`src/hdl/rds_pkg.sv`:
```
// ----------------------------------------------------------------------------
// rds_pkg: shared types, constants and arithmetic helpers
// Q16.16 saturation, product scaling, register indexes and the structs that
// pass between the scan, memory and arithmetic stages.
// ----------------------------------------------------------------------------
package rds_pkg;

  localparam int RDS_PLANE_WIDTH  = 64;
  localparam int RDS_PLANE_HEIGHT = 64;

  localparam int CFG_IW = 3;
  localparam int CFG_DW = 32;

  localparam logic [CFG_IW-1:0] REG_INV_DX_SQ   = 3'd0;
  localparam logic [CFG_IW-1:0] REG_INV_DY_SQ   = 3'd1;
  localparam logic [CFG_IW-1:0] REG_INV_DZ_SQ   = 3'd2;
  localparam logic [CFG_IW-1:0] REG_TIME_STEP   = 3'd3;
  localparam logic [CFG_IW-1:0] REG_LINEAR_GAIN = 3'd4;
  localparam logic [CFG_IW-1:0] REG_BIAS        = 3'd5;
  localparam logic [CFG_IW-1:0] REG_SLAB_PLANES = 3'd6;

  localparam logic [30:0]        RST_INV_SQ      = 31'd65536;
  localparam logic [30:0]        RST_TIME_STEP   = 31'd6554;
  localparam logic signed [31:0] RST_LINEAR_GAIN = -32'sd65536;
  localparam logic signed [31:0] RST_BIAS        = 32'sd0;
  localparam logic [15:0]        RST_SLAB_PLANES = 16'd32;

  typedef logic [1:0] slot_t;

  typedef struct packed {
    logic [30:0]        inv_dx_sq;
    logic [30:0]        inv_dy_sq;
    logic [30:0]        inv_dz_sq;
    logic [30:0]        time_step;
    logic signed [31:0] linear_gain;
    logic signed [31:0] bias;
  } cfg_t;

  typedef struct packed {
    logic        last;
    logic [5:0]  x;
    logic [5:0]  y;
    logic [15:0] z;
  } side_t;

  typedef struct packed {
    logic  emit;
    side_t side;
    slot_t cs;
    slot_t ls;
  } scan_t;

  typedef struct packed {
    logic signed [31:0] u;
    logic signed [31:0] xm;
    logic signed [31:0] xp;
    logic signed [31:0] ym;
    logic signed [31:0] yp;
    logic signed [31:0] zm;
    logic signed [31:0] v;
  } ops_t;

  function automatic logic signed [31:0] sat32(input logic signed [63:0] v);
    logic signed [31:0] r;
    if (v > 64'sh0000_0000_7fff_ffff) begin
      r = 32'sh7fff_ffff;
    end else if (v < -64'sh0000_0000_8000_0000) begin
      r = -32'sh8000_0000;
    end else begin
      r = v[31:0];
    end
    return r;
  endfunction

  // floor(p / 2^16), clamped
  function automatic logic signed [31:0] qsat(input logic signed [63:0] p);
    return sat32(p >>> 16);
  endfunction

  function automatic logic [31:0] sel3(input slot_t s, input logic [31:0] a0,
                                       input logic [31:0] a1, input logic [31:0] a2);
    logic [31:0] r;
    case (s)
      2'd0:    r = a0;
      2'd1:    r = a1;
      default: r = a2;
    endcase
    return r;
  endfunction

endpackage

```
`src/hdl/rds_scan.sv`:
```
// ----------------------------------------------------------------------------
// rds_scan: raster position tracker
// Keeps x, y, stream plane and store slot, and forms the store addresses of
// the center voxel and its four in-plane neighbors with periodic wrap.
// ----------------------------------------------------------------------------
module rds_scan #(
  parameter int PLANE_WIDTH  = 64,
  parameter int PLANE_HEIGHT = 64,
  parameter int AW           = 12
) (
  input  logic                 clk,
  input  logic                 rst,
  input  logic                 step,
  input  logic [15:0]          slab_planes,
  output rds_pkg::scan_t       meta,
  output rds_pkg::slot_t       wslot,
  output logic [AW-1:0]        addr_c,
  output logic [AW-1:0]        addr_xm,
  output logic [AW-1:0]        addr_xp,
  output logic [AW-1:0]        addr_ym,
  output logic [AW-1:0]        addr_yp
);
  import rds_pkg::*;

  localparam int XW = $clog2(PLANE_WIDTH);
  localparam int YW = $clog2(PLANE_HEIGHT);
  localparam int XE = (XW > 6) ? XW : 6;
  localparam int YE = (YW > 6) ? YW : 6;
  localparam logic [AW-1:0] ROW_STEP  = AW'(PLANE_WIDTH);
  localparam logic [AW-1:0] ROW_WRAP  = AW'(PLANE_WIDTH - 1);
  localparam logic [AW-1:0] COL_WRAP  = AW'((PLANE_HEIGHT - 1) * PLANE_WIDTH);
  localparam logic [XW-1:0] X_END     = XW'(PLANE_WIDTH - 1);
  localparam logic [YW-1:0] Y_END     = YW'(PLANE_HEIGHT - 1);

  logic [XW-1:0] x, x_next;
  logic [YW-1:0] y, y_next;
  logic [16:0]   z, z_next;
  slot_t         slot, slot_next;
  logic [AW-1:0] addr, addr_next;

  logic          x_last;
  logic          y_last;
  logic [16:0]   end_plane;
  logic [XE-1:0] x_ext;
  logic [YE-1:0] y_ext;

  assign x_last    = (x == X_END);
  assign y_last    = (y == Y_END);
  assign end_plane = {1'b0, slab_planes} + 17'd1;
  assign x_ext     = XE'(x);
  assign y_ext     = YE'(y);

  always_comb begin
    x_next    = x + XW'(1);
    y_next    = y;
    z_next    = z;
    slot_next = slot;
    addr_next = addr + AW'(1);
    if (x_last) begin
      x_next = '0;
      y_next = y + YW'(1);
      if (y_last) begin
        y_next    = '0;
        addr_next = '0;
        if (z >= end_plane) begin
          z_next    = '0;
          slot_next = 2'd0;
        end else begin
          z_next    = z + 17'd1;
          slot_next = (slot == 2'd2) ? 2'd0 : slot + 2'd1;
        end
      end
    end
  end

  always_ff @(posedge clk) begin
    if (rst) begin
      x    <= '0;
      y    <= '0;
      z    <= '0;
      slot <= 2'd0;
      addr <= '0;
    end else if (step) begin
      x    <= x_next;
      y    <= y_next;
      z    <= z_next;
      slot <= slot_next;
      addr <= addr_next;
    end
  end

  assign wslot   = slot;
  assign addr_c  = addr;
  assign addr_xm = (x == '0) ? addr + ROW_WRAP : addr - AW'(1);
  assign addr_xp = x_last ? addr - ROW_WRAP : addr + AW'(1);
  assign addr_ym = (y == '0) ? addr + COL_WRAP : addr - ROW_STEP;
  assign addr_yp = y_last ? addr - COL_WRAP : addr + ROW_STEP;

  always_comb begin
    meta.emit      = (z >= 17'd2) && (z <= end_plane);
    meta.side.last = x_last && y_last && (z == end_plane);
    meta.side.x    = x_ext[5:0];
    meta.side.y    = y_ext[5:0];
    meta.side.z    = z[15:0] - 16'd2;
    meta.cs        = (slot == 2'd0) ? 2'd2 : slot - 2'd1;
    meta.ls        = (slot == 2'd2) ? 2'd0 : slot + 2'd1;
  end

  a_plane_start_slot: assert property (@(posedge clk) disable iff (rst)
    (z == 17'd0) |-> (slot == 2'd0))
    else $error("store slot not reset at slab start");

  a_linear_addr: assert property (@(posedge clk) disable iff (rst)
    addr == AW'(int'(y) * PLANE_WIDTH + int'(x)))
    else $error("linear address out of step with x/y");

endmodule

```
`config.mk`:
```
export PLATFORM = sky130hd
export DESIGN_NAME = rds_scan
export DESIGN_NICKNAME = d
export VERILOG_FILES = /design/src/hdl/rds_pkg.sv /design/src/hdl/rds_scan.sv
export SDC_FILE = /design/constraint.sdc
export NUM_CORES = 1
export LEC_CHECK = 0
export BUFFER_PORTS_ARGS = -buffer_cell sky130_fd_sc_hd__buf_2
export CAP_MARGIN = 20
export CORE_ASPECT_RATIO = 1.75
export CORE_UTILIZATION = 27
export CTS_CLUSTER_DIAMETER = 120
export CTS_CLUSTER_SIZE = 40
export DETAILED_ROUTE_END_ITERATION = 8
export HOLD_SLACK_MARGIN = 0.03
export PLACE_DENSITY = 0.43
export SYNTH_ARGS = -nofsm -noshare
export SYNTH_HDL_FRONTEND = slang
export SYNTH_SLANG_ARGS = --single-unit
```
`constraint.sdc`:
```
create_clock -name clk -period 12.8 [get_ports clk]
set_clock_uncertainty 0.1 [all_clocks]
set_input_delay 3.2 -clock clk [delete_from_list [all_inputs] [get_ports clk]]
set_output_delay 3.2 -clock clk [all_outputs]
set_load 0.05 [all_outputs]
```
==> metrics.txt, run 1 <==
Crit Path Category=in -> out; area of the multi-input gates=2690 um^2; register area=~860 um^2; Final ANT Viol Nets=0; initial antenna violation count=0; Hold Violations, Final=0; num rows=57; worst hold path class=reg -> reg; total CTS buffers=5; Netlist cell types=50; # port buffers=114; Pleak=about 2.0 nW; synthesized net count=566; synthesized instance count=509; internal reg-to-reg setup slack=9.79 ns; outcome=finished, final reports clean; Post-Syn Area=slightly below 4000 um^2; # nets final=644; Clk Latency, worst-skew pair=0.29 ns; FILL cells=approximately 1,600; largest net degree at the start of global routing=29; register bit total from synthesis=43; CTS tree=yes; Final Cell Area=4600 um^2; routed len/inst=15.7 um; WP data arrival=6.26 ns; Die W=92.8 um; Max Slew Vio Count=0; Setup TNS Final=0 ns; Final GP Congestion=0.846; Ports=115; DRC viols=0; fin crit period=about 9.6 ns; Crit path required time=9.50 ns; initial drt markers=a little over 90; Power Density=about 75 nW/um^2; GRT overflow=0; gr usage total=0.163; deepest level of the CTS H-tree=2; slew at the pin with the worst max-slew slack=1.05 ns; DP Area=4450 um^2; RSZ-0062 raised after global routing=false; Mapped Avg Cell Area=between 7 and 8 um^2; CTS sink count=43; Final HPWL DP=between 9000 and 10,000 um; Post-CTS Hold Fix Bufs=0; CTS root buffer=clkbuf_16; worst vdd ir=0.0000385 V; Max Freq=105 MHz; # resized after CTS=0; vias in the first global route=3,662; Die Y=161 um; Reg clk slew, reported paths=0.06 ns; Core Area=14,000 um^2; final setup fails=0; max-cap viol count=0; Critical Path Sink Type=primary output; crit path launch type=input port; Initial Util=0.278; vias per cell=4.93; clock buffer depth=2; first-pass GRT wire length=19,100 um; router iterations before antenna repair=6; layout cell share with drive strength beyond 1=0.225; via count=3,769; relative slew slack=0.301; die area=14,900 um^2; Final Util=0.329; sequential area share after synthesis=0.221; area delta synth->final=18.1%; number of post-CTS setup repair buffers=0; final WL=12,000 um; yosys warns=0; ant diodes=0; crit-path max FO=7; final period utilization=0.747
==> cell usage in the layout (no fill, tap or decap), types with 2 or more instances in the layout <==
master,Yosys,layout
o21ai_0,16,16
nand4_1,22,22
dfxtp_1,43,43
nand3_1,36,36
nor3_2,2,2
a211oi_1,2,2
nor3_1,25,25
xor2_1,43,43
buf_2,6,114
or3_1,8,8
clkbuf_16,0,5
o22ai_1,3,3
nand2_1,47,47
nor4_1,11,11
a21oi_1,27,27
or4_1,3,3
xnor2_1,35,35
nand2b_1,4,4
inv_1,29,29
nand4_2,2,2
o31ai_1,2,2
nor4_4,2,2
and3_1,5,5
ha_1,38,38
and4_1,6,6
nor2_1,31,31
o41ai_1,2,2
and2_1,2,2
nor3b_1,2,2
==> layer usage <==
layer  vias up  track usage  part of all wire
met5         -            0                 0
met4         0       0.0559             0.022
met3        15       0.0251             0.036
met2       105        0.328              0.57
met1      1729        0.162              0.37
li1       1920            -                 -
==> cell families (layout without fill, tap and decap cells) <==
kind of cell / Yosys count / in the layout / synth area share
compound gates: 61 / 61 / 0.0919
xor+xnor: 78 / 78 / 0.176
simple gates: 216 / 216 / 0.300
buf+inv: 73 / 151 / 0.0890
fa+ha+maj: 38 / 38 / 0.122
flops: 43 / 43 / 0.221
==> state kept, by name, summed over array words and instances (netlist names) <==
signal and flops:
addr_c 12, wslot 2, x 6, y 6
z 17
==> worst max-delay path: stages <==
cell and delay [ns]:
buf_2 0.13, nand4_1 0.17, nor4_1 0.52, nand4_1 0.18
or2_2 0.33, ha_1 0.30, nand4_1 0.16, nor4_1 0.44
nand2_1 0.29, a32oi_1 0.24, buf_2 0.30
==> synth_stat cells (all sizes together) <==
| master | instances | area (um^2) |
|---|---|---|
| nor2b | 1 | 6.26 |
| o31a | 1 | 8.76 |
| o41ai | 2 | 17.5 |
| nand3 | 36 | 180 |
| a22oi | 1 | 7.51 |
| xor2 | 43 | 377 |
| a32oi | 1 | 8.76 |
| nand4 | 24 | 163 |
| a2111oi | 1 | 8.76 |
| and2 | 3 | 18.8 |
| o211ai | 1 | 7.51 |
| ha | 38 | 475 |
| or4 | 4 | 33.8 |
| xnor2 | 35 | 307 |
| o21bai | 1 | 7.51 |
| clkbuf | 19 | 72.6 |
| and4 | 6 | 52.6 |
| a31oi | 2 | 18.8 |
| a21oi | 27 | 135 |
| o22ai | 3 | 18.8 |
| dfxtp | 43 | 861 |
| nor2 | 31 | 116 |
| nand2b | 4 | 25.0 |
| buf | 25 | 165 |
| a211oi | 2 | 15.0 |
| or3 | 8 | 50.1 |
| nand3b | 1 | 7.51 |
| o31ai | 2 | 15.0 |
| nor4b | 1 | 8.76 |
| nor3b | 2 | 15.0 |
| nor3 | 27 | 145 |
| o32ai | 1 | 8.76 |
| nor4 | 14 | 124 |
| nand2 | 47 | 176 |
| or2 | 1 | 6.26 |
| nand4b | 1 | 8.76 |
| o21ai | 16 | 80.1 |
| and3 | 5 | 31.3 |
| inv | 29 | 109 |
==> worst paths after layout <==
path,cells after the start,endpoint,from
worst max-delay path,11,meta[33],slab_planes[4]
worst min-delay path,2,y[1],y[1]
worst max register to register,6,z[7],z[10]
worst min register to register,2,y[1],y[1]
==> cell type report <==
class | instances | area share
multi-input cells | 393 | 0.584
flip-flops and latches | 43 | 0.187
repair buffers | 115 | 0.126
well taps | 177 | 0.0482
clock buffers | 6 | 0.0302
inverters | 29 | 0.0237
clock inverters | 1 | 0.00109
==> report_power, final <==
part	total [mW]	switching [mW]	internal [mW]
clock	0.126	0.0503	0.0762
combinational	0.0795	0.0584	0.0210
sequential	0.138	0.00258	0.135
==> through the flow <==
step	cells	power, mW	hold slack, ns	setup WS (ns)
final	764	0.343	0.432	3.24
after detailed placement	757	0.221	0.428	3.25
after floorplan	509	0.202	0.409	3.52
after global placement	757	0.220	0.402	3.31
after CTS	764	0.351	0.441	3.23
after global routing	764	0.361	0.462	2.95
No activity file was read; power rests on OpenSTA's default activity.
==> run 2, diff against run 1 <==
- ABC_AREA: unset -> 1
- clock period: 12.8 -> 9.05 ns (I/O delays scaled with it)
==> metrics.txt, run 2 <==
deepest level of the CTS H-tree=2; vias per cell=approximately 4.8; Synth Flop Type=dfxtp_1; top cells by count, synth=nand2_1, inv_1, nor2_1; Ports=115; P_int=0.350 mW; DRC viols=0; cell total after placement=892; max-cap viol count=0; number of flops mapped to enable cells by yosys=0; Final ANT Viol Nets=0; crit path launch type=input port; sw frac=0.328; via count=4,295; synthesized instance count=623; routed len/inst=14.5 um; GR Layer Usage met2=0.362; initial drt markers=83; worst hold path class=reg -> reg; number of post-CTS setup repair buffers=0; # nets final=776; Netlist cell types=37; clock buffer depth=2; Max Freq=140 MHz; P_sw=0.171 mW; Reg clk slew, reported paths=0.07 ns; commonest non-fill, non-tap cell in the layout=nand2_1; crit-path max FO=4; relative slew slack=0.621; largest register by flop count=z; total CTS buffers=5; FILL cells=approximately 1,700; RSZ-0062 raised after global routing=false; # resized after CTS=0; router iterations before antenna repair=4; largest net degree at the start of global routing=18; post-synthesis async set-or-reset flop share=0; CTS tree=yes; Crit Path Category=in -> out; Mapped Avg Cell Area=6.49 um^2; synthesized net count=680; slew at the pin with the worst max-slew slack=around 0.57 ns; Clk Latency, worst-skew pair=roughly 0.29 ns; main area contributors after synthesis=dfxtp_1, nand2_1, ha_1, xor2_1, inv_1; top-count cell post-synth=nand2_1; Reg power frac=0.372; Core Area=14,500 um^2; commonest non-fill, non-tap cells in the layout=nand2_1, buf_2, inv_1, nor2_1, xor2_1; ant diodes=0; first-pass GRT wire length=20,600 um; Setup TNS Final=0 ns; power share of the combinational group=0.225; Max Slew Vio Count=0; Largest register FFs=17; num rows=slightly below 60; Final GP Congestion=0.931; layout cell share with drive strength beyond 1=0.194; outcome=finished, final reports clean; Hold Violations, Final=0; worst vdd ir=0.0000611 V; area delta synth->final=19.9%; Synth top area share=0.213; final setup fails=0; Post-Syn Area=4050 um^2; final WL=13,000 um; Crit path required time=6.69 ns; GRT overflow=0; Initial Util=0.279; initial antenna violation count=0; Critical Path Sink Type=primary output; WP data arrival=4.79 ns; die area=15,500 um^2; Top Usage Layer GRT=met2; Post-CTS Hold Fix Bufs=0; Clock power frac=0.404; Die Y=164 um; register bit total from synthesis=43; area leader, netlist=dfxtp_1; Die W=94.5 um; final period utilization=0.791; CTS sink count=43; # port buffers=114; GRT met1 Usage=0.160; fin crit period=7.15 ns; Final Non-Filler Cells=900; vias in the first global route=4,188; Power Density=107 nW/um^2; CTS root buffer=clkbuf_16; yosys warns=0; gr usage total=0.172; sequential area share after synthesis=0.213; M3 GR Usage=0.0190; Final HPWL DP=10,900 um; Pleak=~2.5 nW
-- run 2: final timing paths --
path | start | slack (ns) | end | cells past startpoint
worst min register to register | y[5] | 0.38 | y[5] | 1
worst min-delay path | y[5] | 0.38 | y[5] | 1
worst max-delay path | slab_planes[0] | 1.90 | meta[33] | 18
worst max register to register | z[6] | 6.66 | z[9] | 10
-- run 2: worst max-delay path, stage by stage --
cell and delay (ns):
buf_2 0.09, ha_1 0.18, nand3_1 0.13, nor2_1 0.11
nand2_1 0.08, nor2_1 0.09, nand2_1 0.08, nor2_1 0.13
nand2_1 0.11, o21ai_0 0.17, o21ai_0 0.13, ha_1 0.33
a21oi_1 0.12, o21ai_0 0.11, a21oi_1 0.22, a21oi_1 0.10
nor2_1 0.09, buf_2 0.26
-- run 2: area by class of cell --
class	count	area, um^2	share of cell area
Timing Repair Buffer	114	571	0.118
Clock buffer	5	125	0.0258
Multi-Input combinational cell	469	2710	0.557
Sequential cell	43	861	0.177
Clock inverter	3	43.8	0.00902
Inverter	86	323	0.0665
Tap cell	180	225	0.0464
-- run 2: routing by layer --
| metal | part of all wire | vias up |
|---|---|---|
| met4 | 0.031 | 0 |
| met3 | 0.041 | 22 |
| met1 | 0.36 | 1968 |
| met2 | 0.57 | 114 |
| li1 | - | 2191 |
| met5 | 0 | - |
-- run 2: power by group through the flow --
| stage | clock (mW) | combinational (mW) | sequential [mW] |
|---|---|---|---|
| floorplan | 0 | 0.0847 | 0.203 |
| global placement | 0 | 0.119 | 0.198 |
| detailed placement | 0 | 0.118 | 0.198 |
| CTS | 0.216 | 0.119 | 0.194 |
| global route | 0.224 | 0.129 | 0.194 |
| finish | 0.210 | 0.117 | 0.193 |
-- run 2: per-stage QoR --
stage | setup slack, ns | power [mW] | area (um^2) | hold WS [ns] | util
floorplan | 1.80 | 0.287 | 4050 | 0.406 | -
global placement | 1.94 | 0.316 | 4680 | 0.367 | 0.323
detailed placement | 1.93 | 0.316 | 4680 | 0.373 | 0.323
CTS | 1.92 | 0.528 | 4850 | 0.387 | 0.334
global route | 1.49 | 0.546 | 4850 | 0.411 | 0.334
finish | 1.90 | 0.521 | 4850 | 0.384 | 0.334
-- run 2: cells by family (layout without fill, tap and decap cells) --
family                   Yosys count  after routing  share of synthesized area
AND/OR/NAND/NOR                  300            300                      0.332
buffers and inverters            111            208                      0.119
AO/OA/AOI/OAI                     79             79                      0.106
XOR/XNOR                          51             51                      0.110
flip-flops                        43             43                      0.213
adder cells (fa/ha/maj)           38             38                      0.118
multiplexers                       1              1                    0.00247
